<file path="src/rtl/wsdf_pkg.sv">
// shared types and constants for the websocket frame deframer
// no dependencies; used by rtl/websocket_frame_deframer.sv

package wsdf_pkg;

   // parser phase codes
   localparam logic [2:0] PH_HDR0  = 3'd0;
   localparam logic [2:0] PH_HDR1  = 3'd1;
   localparam logic [2:0] PH_LEN16 = 3'd2;
   localparam logic [2:0] PH_LEN64 = 3'd3;
   localparam logic [2:0] PH_MASK  = 3'd4;
   localparam logic [2:0] PH_DATA  = 3'd5;

   // result status codes
   localparam logic [1:0] ST_OK       = 2'd0;
   localparam logic [1:0] ST_UNMASKED = 2'd1;
   localparam logic [1:0] ST_TOO_LONG = 2'd2;
   localparam logic [1:0] ST_CLOSE    = 2'd3;

   // opcodes with special handling
   localparam logic [3:0] OP_DATA_MAX = 4'h2;
   localparam logic [3:0] OP_PING     = 4'h9;
   localparam logic [3:0] OP_PONG     = 4'ha;

   // second header byte length markers
   localparam logic [6:0] LEN7_16BIT = 7'd126;
   localparam logic [6:0] LEN7_64BIT = 7'd127;

   // extended length byte counts, minus one
   localparam logic [2:0] LEN16_LEFT = 3'd1;
   localparam logic [2:0] LEN64_LEFT = 3'd7;

   localparam logic [63:0] MAX_LEN_RESET = 64'd2147483647;

   // one result item
   typedef struct packed {
      logic [7:0] payload_byte;
      logic       byte_valid;
      logic       message_end;
      logic       send_pong;
      logic [1:0] status;
   } result_type;

endpackage

</file>
<file path="src/rtl/websocket_frame_deframer.sv">
// websocket client-to-server frame deframer, one received byte per item
// depends on rtl/wsdf_pkg.sv
//
// usage:
//   req_* carries the received byte stream, one byte per item. rsp_* carries
//   results: unmasked payload bytes of data and continuation frames, byteless
//   end marks, pong requests after a ping and error or close status.
//   csr_* writes the 64-bit limit on the 8-byte payload length form.
// latency: a result appears on rsp_* the cycle after its byte is taken; header,
//   length, mask and control payload bytes give one only at frame end or error.
// throughput: one byte per clock unless a held result stalls req_tready. the
//   parse of each byte is a single pass through the header/length/mask/data
//   logic into the state registers and the result register; the length compare
//   and the 64-bit length decrement set the longest path.
// stall: a result waits in the result register while rsp_tready is low;
//   req_tready then drops, and rises again in the cycle the result is taken.
// reset: synchronous. the parser waits for a first header byte, the limit
//   returns to 2147483647. after an unmasked frame, an over-long frame or a
//   close/unknown opcode the block keeps taking bytes and ignores them until
//   the next reset.

module websocket_frame_deframer (
   input  logic        clock,
   input  logic        reset,
   // input byte stream
   input  logic        req_tvalid,
   output logic        req_tready,
   input  logic [7:0]  req_tdata,   // [7:0] data_byte
   // result stream
   output logic        rsp_tvalid,
   input  logic        rsp_tready,
   output logic [7:0]  rsp_tdata,   // [7:0] payload_byte
   output logic        rsp_tlast,   // message_end
   output logic [3:0]  rsp_tuser,   // [0] byte_valid, [1] send_pong, [3:2] status
   // limit register write
   input  logic        csr_valid,
   output logic        csr_ready,
   input  logic [63:0] csr_data     // max_payload_length
);

   logic [63:0] max_len_ff;
   logic [2:0]  phase_ff,     phase_in;
   logic        fin_ff,       fin_in;
   logic [3:0]  opcode_ff,    opcode_in;
   logic [2:0]  len_left_ff,  len_left_in;
   logic [63:0] remain_ff,    remain_in;
   logic [31:0] key_ff,       key_in;
   logic [1:0]  key_idx_ff,   key_idx_in;
   logic        halted_ff,    halted_in;
   logic        rsp_valid_ff;
   wsdf_pkg::result_type rsp_ff;

   logic                 req_take;
   logic                 res_fire;
   wsdf_pkg::result_type res;
   logic                 is_data;
   logic [63:0]          len_shift;
   logic [63:0]          remain_dec;
   logic [1:0]           key_idx_inc;
   logic [7:0]           key_byte;
   logic [7:0]           clear_byte;
   logic                 frame_done;
   logic                 done_has_byte;

   assign csr_ready  = 1'b1;
   assign req_tready = !rsp_valid_ff || rsp_tready;
   assign req_take   = req_tvalid && req_tready;

   assign is_data     = opcode_ff <= wsdf_pkg::OP_DATA_MAX;
   assign len_shift   = {remain_ff[55:0], req_tdata};
   assign remain_dec  = remain_ff - 64'd1;
   assign key_idx_inc = key_idx_ff + 2'd1;

   // rotating mask key byte, first key byte in the top bits
   always_comb begin
      case (key_idx_ff)
         2'd0:    key_byte = key_ff[31:24];
         2'd1:    key_byte = key_ff[23:16];
         2'd2:    key_byte = key_ff[15:8];
         default: key_byte = key_ff[7:0];
      endcase
   end
   assign clear_byte = req_tdata ^ key_byte;

   // parse one byte
   always_comb begin
      phase_in      = phase_ff;
      fin_in        = fin_ff;
      opcode_in     = opcode_ff;
      len_left_in   = len_left_ff;
      remain_in     = remain_ff;
      key_in        = key_ff;
      key_idx_in    = key_idx_ff;
      halted_in     = halted_ff;
      res_fire      = 1'b0;
      res           = '0;
      frame_done    = 1'b0;
      done_has_byte = 1'b0;
      if (!halted_ff) begin
         case (phase_ff)
            wsdf_pkg::PH_HDR0: begin
               fin_in    = req_tdata[7];
               opcode_in = req_tdata[3:0];
               phase_in  = wsdf_pkg::PH_HDR1;
            end
            wsdf_pkg::PH_HDR1: begin
               if (!req_tdata[7]) begin
                  halted_in  = 1'b1;
                  res_fire   = 1'b1;
                  res.status = wsdf_pkg::ST_UNMASKED;
               end else begin
                  key_in     = '0;
                  key_idx_in = '0;
                  if (req_tdata[6:0] == wsdf_pkg::LEN7_16BIT) begin
                     remain_in   = '0;
                     len_left_in = wsdf_pkg::LEN16_LEFT;
                     phase_in    = wsdf_pkg::PH_LEN16;
                  end else if (req_tdata[6:0] == wsdf_pkg::LEN7_64BIT) begin
                     remain_in   = '0;
                     len_left_in = wsdf_pkg::LEN64_LEFT;
                     phase_in    = wsdf_pkg::PH_LEN64;
                  end else begin
                     remain_in = {57'd0, req_tdata[6:0]};
                     phase_in  = wsdf_pkg::PH_MASK;
                  end
               end
            end
            wsdf_pkg::PH_LEN16, wsdf_pkg::PH_LEN64: begin
               remain_in = len_shift;
               if (len_left_ff != 3'd0) begin
                  len_left_in = len_left_ff - 3'd1;
               end else if (phase_ff == wsdf_pkg::PH_LEN64 && len_shift > max_len_ff) begin
                  halted_in  = 1'b1;
                  res_fire   = 1'b1;
                  res.status = wsdf_pkg::ST_TOO_LONG;
               end else begin
                  phase_in = wsdf_pkg::PH_MASK;
               end
            end
            wsdf_pkg::PH_MASK: begin
               key_in     = {key_ff[23:0], req_tdata};
               key_idx_in = key_idx_inc;
               if (key_idx_inc == 2'd0) begin
                  if (remain_ff == 64'd0) begin
                     frame_done = 1'b1;
                  end else begin
                     phase_in = wsdf_pkg::PH_DATA;
                  end
               end
            end
            wsdf_pkg::PH_DATA: begin
               key_idx_in = key_idx_inc;
               remain_in  = remain_dec;
               if (remain_dec == 64'd0) begin
                  frame_done    = 1'b1;
                  done_has_byte = 1'b1;
               end else if (is_data) begin
                  res_fire         = 1'b1;
                  res.payload_byte = clear_byte;
                  res.byte_valid   = 1'b1;
               end
            end
            default: begin
               phase_in = wsdf_pkg::PH_HDR0;
            end
         endcase

         // end of frame handling
         if (frame_done) begin
            phase_in   = wsdf_pkg::PH_HDR0;
            key_idx_in = '0;
            if (is_data) begin
               if (done_has_byte) begin
                  res_fire         = 1'b1;
                  res.payload_byte = clear_byte;
                  res.byte_valid   = 1'b1;
                  res.message_end  = fin_ff;
               end else if (fin_ff) begin
                  res_fire        = 1'b1;
                  res.message_end = 1'b1;
               end
            end else if (opcode_ff == wsdf_pkg::OP_PING) begin
               res_fire      = 1'b1;
               res.send_pong = 1'b1;
            end else if (opcode_ff != wsdf_pkg::OP_PONG) begin
               halted_in  = 1'b1;
               res_fire   = 1'b1;
               res.status = wsdf_pkg::ST_CLOSE;
            end
         end
      end
   end

   // parser state
   always_ff @(posedge clock) begin
      if (reset) begin
         phase_ff    <= wsdf_pkg::PH_HDR0;
         fin_ff      <= 1'b0;
         opcode_ff   <= '0;
         len_left_ff <= '0;
         remain_ff   <= '0;
         key_ff      <= '0;
         key_idx_ff  <= '0;
         halted_ff   <= 1'b0;
      end else if (req_take) begin
         phase_ff    <= phase_in;
         fin_ff      <= fin_in;
         opcode_ff   <= opcode_in;
         len_left_ff <= len_left_in;
         remain_ff   <= remain_in;
         key_ff      <= key_in;
         key_idx_ff  <= key_idx_in;
         halted_ff   <= halted_in;
      end
   end

   // limit register
   always_ff @(posedge clock) begin
      if (reset) begin
         max_len_ff <= wsdf_pkg::MAX_LEN_RESET;
      end else if (csr_valid && csr_ready) begin
         max_len_ff <= csr_data;
      end
   end

   // result register
   always_ff @(posedge clock) begin
      if (reset) begin
         rsp_valid_ff <= 1'b0;
      end else if (req_take && res_fire) begin
         rsp_valid_ff <= 1'b1;
      end else if (rsp_tready) begin
         rsp_valid_ff <= 1'b0;
      end
   end

   always_ff @(posedge clock) begin
      if (req_take && res_fire) begin
         rsp_ff <= res;
      end
   end

   assign rsp_tvalid = rsp_valid_ff;
   assign rsp_tdata  = rsp_ff.payload_byte;
   assign rsp_tlast  = rsp_ff.message_end;
   assign rsp_tuser  = {rsp_ff.status, rsp_ff.send_pong, rsp_ff.byte_valid};

endmodule
</file>
<file path="config.mk">
export PLATFORM = sky130hd
export DESIGN_NAME = websocket_frame_deframer
export DESIGN_NICKNAME = d
export VERILOG_FILES = /design/src/rtl/wsdf_pkg.sv /design/src/rtl/websocket_frame_deframer.sv
export SDC_FILE = /design/constraint.sdc
export NUM_CORES = 1
export LEC_CHECK = 0
export ABC_AREA = 1
export BUFFER_PORTS_ARGS = -buffer_cell sky130_fd_sc_hd__buf_2
export CAP_MARGIN = 40
export CELL_PAD_IN_SITES_DETAIL_PLACEMENT = 0
export CELL_PAD_IN_SITES_GLOBAL_PLACEMENT = 1
export CORE_UTILIZATION = 44
export DETAILED_ROUTE_END_ITERATION = 7
export HOLD_SLACK_MARGIN = 0.08
export PLACE_DENSITY_LB_ADDON = 0.1
export SYNTH_ARGS = -nofsm -noshare
export SYNTH_HDL_FRONTEND = slang
export SYNTH_SLANG_ARGS = --single-unit
</file>
<file path="constraint.sdc">
create_clock -name clock -period 3.5 [get_ports clock]
set_input_delay 1.05 -clock clock [delete_from_list [all_inputs] [get_ports clock]]
set_output_delay 1.05 -clock clock [all_outputs]
set_load 0.05 [all_outputs]
</file>
Word level (Yosys, flattened, before mapping)
Index checks and enable logic that the tools add are counted.
{"block": "op_classes", "bitwise": 4, "n_eq_ne": 20, "n_reduce_logical": 26, "order_cmp": 2, "n_mux": 68, "n_addsub": 3}
{"operator": "64-bit case mux with 3 select lines", "n": 1}
{"operator": "64-bit logical NOT", "n": 2}
{"operator": "64-bit > comparator", "n": 1}
{"operator": "64-bit 2-to-1 mux", "n": 1}
{"operator": "32-bit case mux with 2 select lines", "n": 1}
{"operator": "64-bit by 1-bit subtractor with 64-bit output, second input constant", "n": 1}
{"operator": "3-bit 2-to-1 mux", "n": 13}
{"operator": "9-bit 2-to-1 mux", "n": 4}
{"operator": "32-bit 2-to-1 mux", "n": 1}
{"operator": "1-bit 2-to-1 mux", "n": 29}
{"operator": "8-bit case mux with 3 select lines", "n": 1}
{"operator": "3-bit != test, second input constant", "n": 6}
{"operator": "3-bit case mux with 5 select lines", "n": 1}
{"operator": "7-bit == test, second input constant", "n": 2}
{"operator": "7-bit 2-to-1 mux", "n": 2}
{"operator": "13-bit 2-to-1 mux", "n": 1}
{"operator": "2-bit 2-to-1 mux", "n": 6}
{"operator": "4-bit AND reduction", "n": 3}
{"operator": "10-bit 2-to-1 mux", "n": 1}
{"operator": "3-bit nonzero test", "n": 3}
{"operator": "2-bit case mux with 2 select lines", "n": 2}
{"operator": "8-bit AND reduction", "n": 1}
{"operator": "8-bit bitwise XOR", "n": 1}
{"operator": "3-bit by 2-bit == test with 1-bit output, second input constant", "n": 2}
{"operator": "24 further kinds", "n": 37}
{"block": "word_totals", "regBits": 188, "inputBits": 77, "out_inout_bits": 16, "wordCells": 138}

Logic depth before layout (Yosys ltp)
Gate-level depths: netlist of the first run.
{"block": "logic_depth", "ltp_word": 12, "mapped_depth": 21}

Least setup slack after synthesis of the first run
Ideal clock, no wire load.
{"block": "synth_path", "path_kind": "input -> register", "start": "input port req_tdata[3]", "end": "register rsp_ff, in the netlist rsp_tdata[0], enable pin", "path_stages": 15, "setup_time_ps": 349, "setup_slack_ps": 591, "arrival_time_ps": 2560, "required_ps": 3151, "cell_sequence": "ha_1 > nand2_1 > o21ai_0 > nand2_1 > a21boi_0 > o21ai_0 > nand2_1 > nand2_1 > nand2_1 > nand3_1 > nand2_1 > a21oi_1 > nand2_1 > nand2_1 > inv_1"}
{"block": "synth_between", "elab_chain_len": 11}
{"item": "from (decl)", "line_no": "websocket_frame_deframer.sv:28", "text": "input logic [7:0] req_tdata,"}
{"item": "64-bit > comparator (*)", "line_no": "websocket_frame_deframer.sv:132", "text": "end else if (phase_ff == wsdf_pkg::PH_LEN64 && len_shift > max_len_ff) begin"}
{"item": "1-bit logical AND (*)", "line_no": "websocket_frame_deframer.sv:132"}
{"item": "1-bit 2-to-1 mux (*)", "line_no": "websocket_frame_deframer.sv:132"}
{"item": "1-bit 2-to-1 mux (*)", "line_no": "websocket_frame_deframer.sv:130", "text": "if (len_left_ff != 3'd0) begin"}
{"item": "1-bit case mux with 3 select lines (*)", "line_no": "websocket_frame_deframer.sv:100", "text": "case (phase_ff)"}
{"item": "1-bit 2-to-1 mux, on equally long branches", "line_no": "websocket_frame_deframer.sv:185, websocket_frame_deframer.sv:178"}
{"item": "1-bit 2-to-1 mux, on equally long branches", "line_no": "websocket_frame_deframer.sv:182, websocket_frame_deframer.sv:173"}
{"item": "1-bit 2-to-1 mux", "line_no": "websocket_frame_deframer.sv:172", "text": "if (is_data) begin"}
{"item": "1-bit 2-to-1 mux (*)", "line_no": "websocket_frame_deframer.sv:169", "text": "if (frame_done) begin"}
{"item": "1-bit 2-to-1 mux (*)", "line_no": "websocket_frame_deframer.sv:99", "text": "if (!halted_ff) begin"}
{"item": "1-bit logical AND (*)", "line_no": "websocket_frame_deframer.sv:238", "text": "if (req_take && res_fire) begin"}
{"item": "to (signal assigned)", "line_no": "websocket_frame_deframer.sv:239", "text": "rsp_ff <= res;"}
{"item": "to (decl)", "line_no": "websocket_frame_deframer.sv:51", "text": "wsdf_pkg::result_type rsp_ff;"}
Every way passes the cells marked *; elsewhere a longest branch is shown, timed or not.
A chain may end at the register's enable or synchronous reset.

Final worst setup path of the first run
{"block": "layout_path", "start": "register remain_ff[0]", "end": "register rsp_ff, in the netlist rsp_tdata[0], enable pin"}
{"block": "layout_between", "elab_chain_len": 11}
{"item": "from (decl)", "line_no": "websocket_frame_deframer.sv:46", "text": "logic [63:0] remain_ff, remain_in;"}
{"item": "from (signal assigned)", "line_no": "websocket_frame_deframer.sv:210", "text": "remain_ff <= remain_in;"}
{"item": "parallel branches: the longest is 8 deep, another holds 64-bit by 1-bit subtractor with 64-bit output"}
{"item": "1-bit 2-to-1 mux (*)", "line_no": "websocket_frame_deframer.sv:169"}
{"item": "1-bit 2-to-1 mux (*)", "line_no": "websocket_frame_deframer.sv:99"}
{"item": "1-bit logical AND (*)", "line_no": "websocket_frame_deframer.sv:238"}
Mark *: on every way between the ends. The select of a mux whose other input is x is not followed.

==> impl_metrics.csv, run 1 <==
group,metric,value,unit
run_status,status,"finished clean",
synthesis,seq_area_frac_synth,33.5,%
clock_tree,clk_pin_slew_worst_paths,0.09,ns
clock_tree,numCtsBuffers,17,
global_routing,grt_pass1_vias,10775,
global_routing,grt_pass1_wl,58.2,mm
clock_tree,cts.sinks,188,
place,gp_congestion,0.955,
worst_setup_path,crit_cells,20,
clock_tree,clock_latency,0.45,ns
cells_and_area,regArea,3890,um2
worst_setup_path,cpPeakStageDelay,0.35,ns
floorplan,design.core.area,26000,um2
worst_setup_path,cp_slowest_cell,"dfxtp_1",
routing,vias,11825,
worst_setup_path,cp-startpoint,"remain_ff[0]",
sta,hold_viol,0,
synthesis,synth_area_leaders,"dfxtp_1, nand2_1, a21oi_1, ha_1, nor2_1",
pwr,power_density,827,nW/um2
place,dp_hpwl,27.2,mm
synthesis,syn_inst,1744,
synthesis,synth_common_cells,"nand2_1, a21oi_1, nor2_1",
sta,fin_crit_sh,90.4,%
routing,antenna_left,0,
sta,setup_violations,0,
cells_and_area,fin_util,51.1,%
synthesis,ys_types,41,
global_routing,overflow,0,
floorplan,fp.dieW,165,um
sta,hold_ws,0.466,ns
clock_tree,h-tree-depth,4,
worst_setup_path,path_cells,"inv_1, ha_2, nand2_4, nor2_4, buf_12, nand2_4, nor2_4, nand3_1, nand2_1, nand2_1, nor2_1, nand3_1, nor2_2, nand3_2, nand2_1, nand2_1, nand2_1, nand2_1, inv_1, buf_12",
min_path,hold_start,"max_len_ff[35]",
sta,max_freq,0.316,GHz
routing,drc_errors,0,
synthesis,postSynthAreaPerCell,6.67,um2
synthesis,synth-edff-count,13,
floorplan,start_util,44.8,%
clock_tree,tritoncts,"built",
cells_and_area,final_nets,1974,
worst_setup_path,critPathLaunchType,"flop",
routing,vias_per_cell,5.44,
synthesis,synthesis.area,11600,um2
worst_setup_path,crit_arrival,3.33,ns
worst_setup_path,timing.rr.end,"rsp_tdata[0]",
synthesis,synth.most_common_cell,"nand2_1",
routing,drtIter0Drc,820,
synthesis,synth_xor_area_share,0.678,%
clock_tree,cts_max_path_buffers,2,
routing,wirelength,36.9,mm
synthesis,async_flop_share,0,%
pwr,power.leakage,6.14,nW
synthesis,synth-simple-area-share,28.1,%
worst_setup_path,r2r_cells,20,
min_path,hold_path.class,"reg -> reg",
sta,max_slew_margin,51.3,%
cells_and_area,diodes,0,
worst_setup_path,reg2reg_from,"remain_ff[0]",
global_routing,antenna_found_initial,0,
synthesis,synth_top_cell_by_area,"dfxtp_1",
sta,clock-skew-final,0.0149,ns
cells_and_area,multi_input_area,6790,um2
floorplan,die_area,27100,um2
global_routing,gr-usage-all-layers,27.7,%
synthesis,synth_compound_area_share,21.4,%
worst_setup_path,r2r_slack,0.34,ns
min_path,hold_depth,2,
global_routing,grt_max_degree,118,
cells_and_area,area_growth,14.2,%
synthesis,synth_mux_area_share,0,%
cells_and_area,fillCellCount,2722,
worst_setup_path,timing.critical_path.to_type,"flop",
worst_setup_path,required,3.66,ns
synthesis,synth_top_family_by_area,"simple AND/OR/NAND/NOR gates",
worst_setup_path,crit_type,"reg -> reg",
synthesis,synthFlopType,"dfxtp_1",
routing,first_pass_iters,5,
sta,tns,0,ns
worst_setup_path,crit_fanout,13,
worst_setup_path,cp_num_buf_inv,4,
synthesis,netlist.area_leader.share,30.1,%
place,numPortBuffers,91,
sta,post-route-min-period,3.16,ns
sta,worstMarginPinSlew,0.730,ns
routing,wl_per_cell,17.0,um
worst_setup_path,crit_path_end,"rsp_tdata[0]",
worst_setup_path,cp_common_cell,"nand2_1",
floorplan,fp-row-count,59,
synthesis,ys_ff_latch,188,
clock_tree,cts_root_buf,"clkbuf_16",
sta,rsz0062_at_grt,"no",
cells_and_area,drive_gt1_share,11.3,%
flow_run,cap_violations,0,
synthesis,synth_warnings,0,
synthesis,synth_fa_ha_area_share,7.85,%
floorplan,ios,93,
floorplan,die_h,165,um
pwr,ir_drop,342,uV
sta,slew_violations,0,
clock_tree,ctsHoldBuffers,0,
synthesis,syn_nets,1894,
worst_setup_path,cpLargestDelayFamily,"simple AND/OR/NAND/NOR gates",
[layout by cell type (no fill, tap or decap), drive strengths merged, types with 2 or more instances in the layout]
cell	n
nand2	449
a21oi	223
nor2	213
inv	198
dfxtp	175
o21ai	130
buf	130
ha	73
nand3	67
a221oi	50
clkbuf	17
nand4	13
edfxtp	13
nor3	13
nand3b	9
a211oi	8
a22o	8
o22ai	8
clkinv	8
xor2	6
nor4	6
o21a	5
xnor2	3
a31oi	3
and2	2
o211ai	2
[repair_timing]
action,in CTS,in global routing
hold endpoints to repair,0,0
setup buffers,0,2
endpoints found under the setup margin,0,13
gates resized for setup,0,1
[power breakdown]
group          total [mW]  internal [mW]  leakage [nW]  switching (mW)
clock                2.10           1.00         0.305            1.10
combinational        5.94           1.83          4.27            4.11
sequential           2.95           2.49          1.56           0.456
total                11.0           5.32          6.14            5.66
[layer usage]
layer / track usage, % / vias up / wire, um
met3: 3.34 / 62 / 2020
met4: 10.1 / 0 / 1090
met5: 0 / - / 0
met1: 37.5 / 5420 / 17200
li1: - / 5983 / -
met2: 45.1 / 360 / 16600
[how the worst min path moves through the flow]
stage,slack [ns],to
6_report,0.47,max_len_ff[35]
3_3_place_gp,0.45,key_ff[27]
5_1_grt,0.49,max_len_ff[50]
4_1_cts,0.47,key_ff[26]
2_1_floorplan,0.43,max_len_ff[0]
3_5_place_dp,0.46,key_ff[27]
[metrics by stage]
stage	power [mW]	std cells	setup WS, ns	instance area, um2
after detailed placement	8.75	2137	0.246	12600
after global placement	8.73	2136	0.291	12600
after global routing	11.9	2172	0.0792	13300
after CTS	10.9	2169	0.215	13200
after floorplan	6.90	1744	0.591	11600
final	11.0	2172	0.336	13300
[worst reg2reg max path, stage by stage, from the launching register on]
cell	delay (ns)
dfxtp_1	0.35
inv_1	0.16
ha_2	0.28
nand2_4	0.09
nor2_4	0.23
buf_12	0.15
nand2_4	0.07
nor2_4	0.20
nand3_1	0.12
nand2_1	0.09
nand2_1	0.05
nor2_1	0.15
nand3_1	0.13
nor2_2	0.19
nand3_2	0.13
nand2_1	0.08
nand2_1	0.05
nand2_1	0.05
nand2_1	0.07
inv_1	0.10
buf_12	0.15
[cells by family after synthesis]
kind of cell / count (synthesis)
AOI/OAI and AO/OA: 440
adders and majority gates: 73
DFF: 188
buffers and inverters: 261
xor gates and xnor gates: 9
and+or+nand+nor: 772
other: 1
[layout make-up]
cell class / instances / share of cell area, %
clock buffer: 17 / 3.20
clock inverter: 15 / 1.53
inverter: 191 / 5.40
multi-input combinational: 1295 / 51.1
sequential: 188 / 29.3
tap: 335 / 3.15
timing repair buffer: 131 / 6.31
[flip-flops by register name (all words and copies together) (netlist names), 2 cells and up]
| name | count |
|---|---|
| key_idx_ff | 2 |
| max_len_ff | 64 |
| key_ff | 32 |
| opcode_ff | 4 |
| remain_ff | 64 |
| rsp_tuser | 4 |
| phase_ff | 3 |
| len_left_ff | 3 |
| rsp_tdata | 8 |
(Power assumes the default switching activity.)
==> inputs of run 2 (changes only) <==
--- a/config.mk
+++ b/config.mk
@@ -6,6 +6,7 @@
 export NUM_CORES = 1
 export LEC_CHECK = 0
 export ABC_AREA = 1
+export ABC_CLOCK_PERIOD_IN_PS = 3500
 export BUFFER_PORTS_ARGS = -buffer_cell sky130_fd_sc_hd__buf_2
 export CAP_MARGIN = 40
 export CELL_PAD_IN_SITES_DETAIL_PLACEMENT = 0
==> constraint.sdc (replaced) <==
create_clock -name clock -period 3.5 [get_ports clock]
set_input_delay 0.7 -clock clock [delete_from_list [all_inputs] [get_ports clock]]
set_output_delay 0.7 -clock clock [all_outputs]
set_load 0.05 [all_outputs]
==> impl_metrics.csv, run 2 (synthesis results as in run 1) <==
group,metric,value,unit
cells_and_area,diodes,0,
cells_and_area,multi_input_area,6790,um2
routing,drtIter0Drc,903,
pwr,power_density,831,nW/um2
clock_tree,tritoncts,"built",
clock_tree,clk_pin_slew_worst_paths,0.09,ns
worst_setup_path,crit_cells,19,
worst_setup_path,r2r_slack,0.31,ns
floorplan,die_h,165,um
worst_setup_path,critPathLaunchType,"flop",
min_path,hold_path.class,"in -> reg",
sta,clock-skew-final,0.0185,ns
sta,hold_viol,0,
flow_run,cap_violations,0,
sta,post-route-min-period,3.19,ns
clock_tree,numCtsBuffers,17,
sta,slew_violations,0,
cells_and_area,final_area,13300,um2
floorplan,design.core.area,26000,um2
clock_tree,clock_latency,0.45,ns
place,gp_congestion,0.951,
cells_and_area,final_common_cell,"nand2_1",
worst_setup_path,required,3.66,ns
worst_setup_path,reg2reg_from,"remain_ff[7]",
worst_setup_path,timing.critical_path.to_type,"flop",
pwr,power,11.0,mW
routing,drc_errors,0,
worst_setup_path,timing.rr.end,"rsp_tdata[0]",
global_routing,top_usage_layer,"met2",
routing,antenna_left,0,
cells_and_area,fin_util,51.1,%
global_routing,gr-usage-all-layers,28.2,%
cells_and_area,area_growth,14.3,%
sta,tns,0,ns
worst_setup_path,cp_common_cell,"nand2_1",
routing,wirelength,37.4,mm
cells_and_area,layout_common_cells,"nand2_1, a21oi_1, nor2_1",
sta,hold_ws,0.456,ns
global_routing,grt_pass1_vias,10833,
routing,vias_per_cell,5.42,
clock_tree,cts.sinks,188,
sta,worstMarginPinSlew,0.897,ns
routing,vias,11808,
cells_and_area,drive_gt1_share,11.6,%
clock_tree,cts_root_buf,"clkbuf_16",
global_routing,grt_max_degree,92,
floorplan,die_area,27100,um2
run_status,status,"finished clean",
sta,max_freq,0.314,GHz
cells_and_area,top_regs,"max_len_ff: 64 flops, remain_ff: 64 flops, key_ff: 32 flops",
place,placed_area,12600,um2
global_routing,antenna_found_initial,0,
floorplan,fp-row-count,59,
place,numPortBuffers,91,
sta,setup_violations,0,
floorplan,ios,93,
worst_setup_path,cpLargestDelayFamily,"simple AND/OR/NAND/NOR gates",
worst_setup_path,cp-startpoint,"remain_ff[7]",
worst_setup_path,cpPeakStageDelay,0.35,ns
clock_tree,cts_max_path_buffers,2,
pwr,ir_drop,305,uV
sta,max_slew_margin,38.6,%
global_routing,met1_usage,39.2,%
global_routing,use_met3,3.99,%
place,dp_hpwl,27.6,mm
sta,fin_crit_sh,91.1,%
global_routing,grtUsageMet2,44.4,%
sta,rsz0062_at_grt,"no",
routing,wl_per_cell,17.2,um
global_routing,overflow,0,
cells_and_area,fillCellCount,2728,
cells_and_area,final_nets,1979,
global_routing,grt_pass1_wl,59.0,mm
pwr,power.leakage,6.15,nW
worst_setup_path,crit_type,"reg -> reg",
clock_tree,h-tree-depth,4,
routing,first_pass_iters,6,
worst_setup_path,crit_fanout,13,
worst_setup_path,crit_arrival,3.35,ns
worst_setup_path,cp_slowest_cell,"dfxtp_1",
worst_setup_path,path_cells,"buf_4, nor2_1, nand2_1, nor2_4, nand2_1, nor2_2, nand3_1, nand2_1, nand3_1, nor2_1, nand3_1, nor2_2, nand3_2, nand2_1, nand2_1, nand2_1, nand2_1, inv_1, buf_12",
cells_and_area,regArea,3890,um2
worst_setup_path,crit_path_end,"rsp_tdata[0]",
floorplan,fp.dieW,165,um
worst_setup_path,cp_num_buf_inv,3,
worst_setup_path,r2r_cells,19,
floorplan,start_util,44.8,%
run 2: cell types whose count changed in the layout (fill, tap and decap cells not counted), moves of 2 or more:
cell,before,now
clkinv_8,4,2
buf_12,6,3
clkinv_4,1,3
buf_4,34,42
run 2: layer usage:
layer,part of all wire (%),wire [um]
met1,48,17700
met2,45,16700
met3,5.5,2050
met4,2.3,845
met5,0,0
run 2: cell type report:
class	count	area share (%)
sequential	188	29.3
multi-input combinational	1295	51.1
clock inverter	15	1.42
clock buffer	17	3.20
inverter	191	5.39
timing repair buffer	136	6.42
tap	335	3.15
run 2: how the worst min path moves through the flow:
stage                  startpoint             end  cells after the start
floorplan           max_len_ff[0]   max_len_ff[0]                      2
global placement    max_len_ff[0]   max_len_ff[0]                      2
detailed placement     key_ff[30]      key_ff[30]                      2
CTS                  csr_data[23]  max_len_ff[23]                      3
global route          csr_data[9]   max_len_ff[9]                      3
finish               csr_data[23]  max_len_ff[23]                      3
run 2: repair_timing:
item	4_1_cts	5_1_grt
endpoints found under the setup margin	0	13
setup buffers	0	4
hold buffers	0	0
gates resized for setup	0	1
run 2: where the power goes:
group / total [mW] / switching, mW / internal (mW)
Sequential: 2.89 / 0.403 / 2.49
Clock: 2.08 / 1.04 / 1.04
Combinational: 6.06 / 4.21 / 1.85
Total: 11.0 / 5.66 / 5.39
run 2: metrics by stage:
step                      worst slack [ns]  cells
after floorplan                      0.727   1744
after global placement               0.304   2139
after detailed placement             0.238   2141
after CTS                            0.218   2173
after global routing                0.0329   2177
final                                0.310   2177
run 2: worst register-to-register path: stages (launching register included):
cell	delay (ns)
dfxtp_1	0.35
buf_4	0.17
nor2_1	0.14
nand2_1	0.18
nor2_4	0.31
nand2_1	0.15
nor2_2	0.26
nand3_1	0.13
nand2_1	0.10
nand3_1	0.10
nor2_1	0.11
nand3_1	0.09
nor2_2	0.17
nand3_2	0.12
nand2_1	0.09
nand2_1	0.05
nand2_1	0.05
nand2_1	0.07
inv_1	0.12
buf_12	0.15
==> inputs of run 3 (changes only) <==
--- a/config.mk
+++ b/config.mk
@@ -5,13 +5,12 @@
 export SDC_FILE = /design/constraint.sdc
 export NUM_CORES = 1
 export LEC_CHECK = 0
-export ABC_AREA = 1
 export ABC_CLOCK_PERIOD_IN_PS = 3500
 export BUFFER_PORTS_ARGS = -buffer_cell sky130_fd_sc_hd__buf_2
 export CAP_MARGIN = 40
 export CELL_PAD_IN_SITES_DETAIL_PLACEMENT = 0
 export CELL_PAD_IN_SITES_GLOBAL_PLACEMENT = 1
-export CORE_UTILIZATION = 44
+export CORE_UTILIZATION = 45
 export DETAILED_ROUTE_END_ITERATION = 7
 export HOLD_SLACK_MARGIN = 0.08
 export PLACE_DENSITY_LB_ADDON = 0.1
==> impl_metrics.csv, run 3 <==
group,metric,value,unit
routing,vias,11688,
synthesis,synth_top_cell_by_area,"dfxtp_1",
sta,worstMarginPinSlew,0.670,ns
synthesis,synth.most_common_cell,"nor2_1",
worst_setup_path,timing.rr.end,"rsp_tdata[7]",
clock_tree,cts_root_buf,"clkbuf_16",
synthesis,synth_common_cells,"nor2_1, dfxtp_1, nand2_1",
sta,max_slew_margin,55.3,%
worst_setup_path,crit_fanout,6,
min_path,hold_depth,3,
worst_setup_path,r2r_slack,-0.62,ns
run_status,status,"finished with violations",
routing,vias_per_cell,5.74,
flow_run,cap_violations,0,
routing,drtIter0Drc,1155,
floorplan,start_util,45.7,%
place,numPortBuffers,91,
routing,wl_per_cell,17.7,um
global_routing,overflow,0,
place,gp_congestion,0.928,
sta,clock-skew-final,0.0158,ns
worst_setup_path,crit_type,"reg -> reg",
clock_tree,tritoncts,"built",
sta,max_freq,0.243,GHz
global_routing,gr-usage-all-layers,27.7,%
synthesis,synth-edff-count,13,
cells_and_area,area_growth,28.7,%
routing,antenna_left,0,
synthesis,async_flop_share,0,%
min_path,hold_path.class,"in -> reg",
pwr,ir_drop,299,uV
min_path,hold_start,"csr_data[18]",
run_status,failed_checks,"DRC, setup timing",
global_routing,antenna_found_initial,1,
pwr,power.leakage,6.51,nW
synthesis,netlist.area_leader.share,30.6,%
floorplan,die_area,26100,um2
synthesis,synthFlopType,"dfxtp_1",
worst_setup_path,crit_arrival,4.29,ns
sta,slew_violations,0,
synthesis,ys_ff_latch,188,
synthesis,postSynthAreaPerCell,7.83,um2
clock_tree,cts.sinks,188,
worst_setup_path,cp-startpoint,"remain_ff[3]",
sta,setup_violations,23,
clock_tree,h-tree-depth,4,
place,dp_hpwl,25.8,mm
pwr,power_density,470,nW/um2
synthesis,ys_types,77,
routing,wirelength,36.0,mm
synthesis,synthesis.area,11500,um2
worst_setup_path,reg2reg_from,"remain_ff[3]",
cells_and_area,drive_gt1_share,24.7,%
clock_tree,cts_max_path_buffers,2,
worst_setup_path,r2r_cells,12,
clock_tree,ctsHoldBuffers,0,
place,pre_cts_ws,-0.730,ns
place,place_inst,1993,
clock_tree,clock_latency,0.46,ns
floorplan,die_h,162,um
sta,fin_crit_sh,118,%
min_path,hold_end,"max_len_ff[18]",
cells_and_area,fin_util,58.9,%
cells_and_area,final_nets,1844,
floorplan,fp-row-count,58,
sta,tns,-9.47,ns
floorplan,ios,93,
sta,finalWorstSetupSlack,-0.619,ns
cells_and_area,final_common_cell,"buf_4",
worst_setup_path,critPathLaunchType,"flop",
routing,drc_errors,2,
synthesis,seq_area_frac_synth,34.0,%
worst_setup_path,required,3.67,ns
synthesis,synth_area_leaders,"dfxtp_1, ha_1, nor2_1, nand2_1, a21oi_1",
global_routing,grt_max_degree,64,
synthesis,synth_warnings,0,
floorplan,design.core.area,25000,um2
cells_and_area,layout_common_cells,"buf_4, nor2_1, dfxtp_1",
clock_tree,clk_pin_slew_worst_paths,0.09,ns
sta,post-route-min-period,4.12,ns
sta,hold_viol,0,
global_routing,grt_pass1_vias,10836,
worst_setup_path,timing.critical_path.to_type,"flop",
synthesis,syn_inst,1463,
cells_and_area,layout.cells.non_filler,2038,
floorplan,fp.dieW,162,um
cells_and_area,top_regs,"max_len_ff: 64 flops, remain_ff: 64 flops, key_ff: 32 flops",
routing,first_pass_iters,8,
global_routing,grt_pass1_wl,57.4,mm
clock_tree,numCtsBuffers,17,
sta,rsz0062_at_grt,"yes",
synthesis,syn_nets,1613,
run 3: changes by cell type in the layout (fill, tap and decap cells not counted), sizes merged, moves of 39 or more:
cell and change:
nand2 -320, buf +190, a21oi -143, inv -111, o21ai -59, a22oi +50, nor3 +46, nand3 -45
mux2i +39
run 3: timing repair:
item	4_1_cts	5_1_grt
pin swaps	15	27
endpoints found under the hold margin	0	0
setup endpoints to repair	23	23
resized for setup	10	33
setup buffers	6	7
cloned	0	1
run 3: area by class of cell:
| class | count | area (um2) |
|---|---|---|
| Antenna cell | 1 | 2.50 |
| Clock buffer | 17 | 425 |
| Clock inverter | 15 | 206 |
| Fill cell | 2342 | 10300 |
| Inverter | 78 | 293 |
| Multi-Input combinational cell | 1082 | 7150 |
| Sequential cell | 188 | 3890 |
| Tap cell | 330 | 413 |
| Timing Repair Buffer | 327 | 2350 |
run 3: cells by family (layout without fill, tap and decap cells):
group	after synthesis	after routing	share of synthesized area, %
AO/OA/AOI/OAI	345	345	20.2
XOR/XNOR	40	40	3.06
adder cells (fa/ha/maj)	73	73	7.98
buffers and inverters	193	437	6.54
flip-flops	188	188	34.0
multiplexers	40	40	3.51
other	1	2	0.0327
AND/OR/NAND/NOR	583	583	24.7
run 3: power by group:
part	switching, mW	internal [mW]	total (mW)
clock network	1.07	0.992	2.06
registers	0.0645	2.25	2.32
logic	1.34	1.20	2.55
total	2.48	4.45	6.93
run 3: worst max-delay path by stage:
stage / endpoint / depth (start not counted)
2_1_floorplan: rsp_tdata[0] / 11
3_3_place_gp: rsp_tdata[5] / 12
3_5_place_dp: rsp_tuser[3] / 12
4_1_cts: rsp_tuser[0] / 12
5_1_grt: rsp_tdata[1] / 12
6_report: rsp_tdata[7] / 12
run 3: through the flow:
step	hold WS (ns)	area (um2)	power (mW)
final	0.456	14700	6.93
after detailed placement	0.478	13800	4.69
after global placement	0.464	13800	4.67
after global routing	0.455	14700	7.27
after CTS	0.447	14500	6.85
after floorplan	0.446	11600	3.68
run 3: per-layer routing:
layer  GRT usage [%]  wire, um  vias to the layer above  share of wire [%]
li1                -         -                     5731                  -
met1            36.8     16400                     5483                 45
met2            44.9     16600                      417                 46
met3            4.21      2090                       57                5.8
met4            10.5       909                        0                2.5
met5               0         0                        -                  0
run 3: critical path, stage by stage (launching register included):
cell and delay [ns]:
dfxtp_2 0.33, or4_4 0.56, nor3_4 0.26, buf_6 0.13
nand4_1 0.15, a2111oi_2 0.44, nand4_1 0.17, or4_4 0.52
nor4_4 0.37, mux2_4 0.34, o211a_4 0.25, nor2_4 0.15
clkbuf_16 0.17
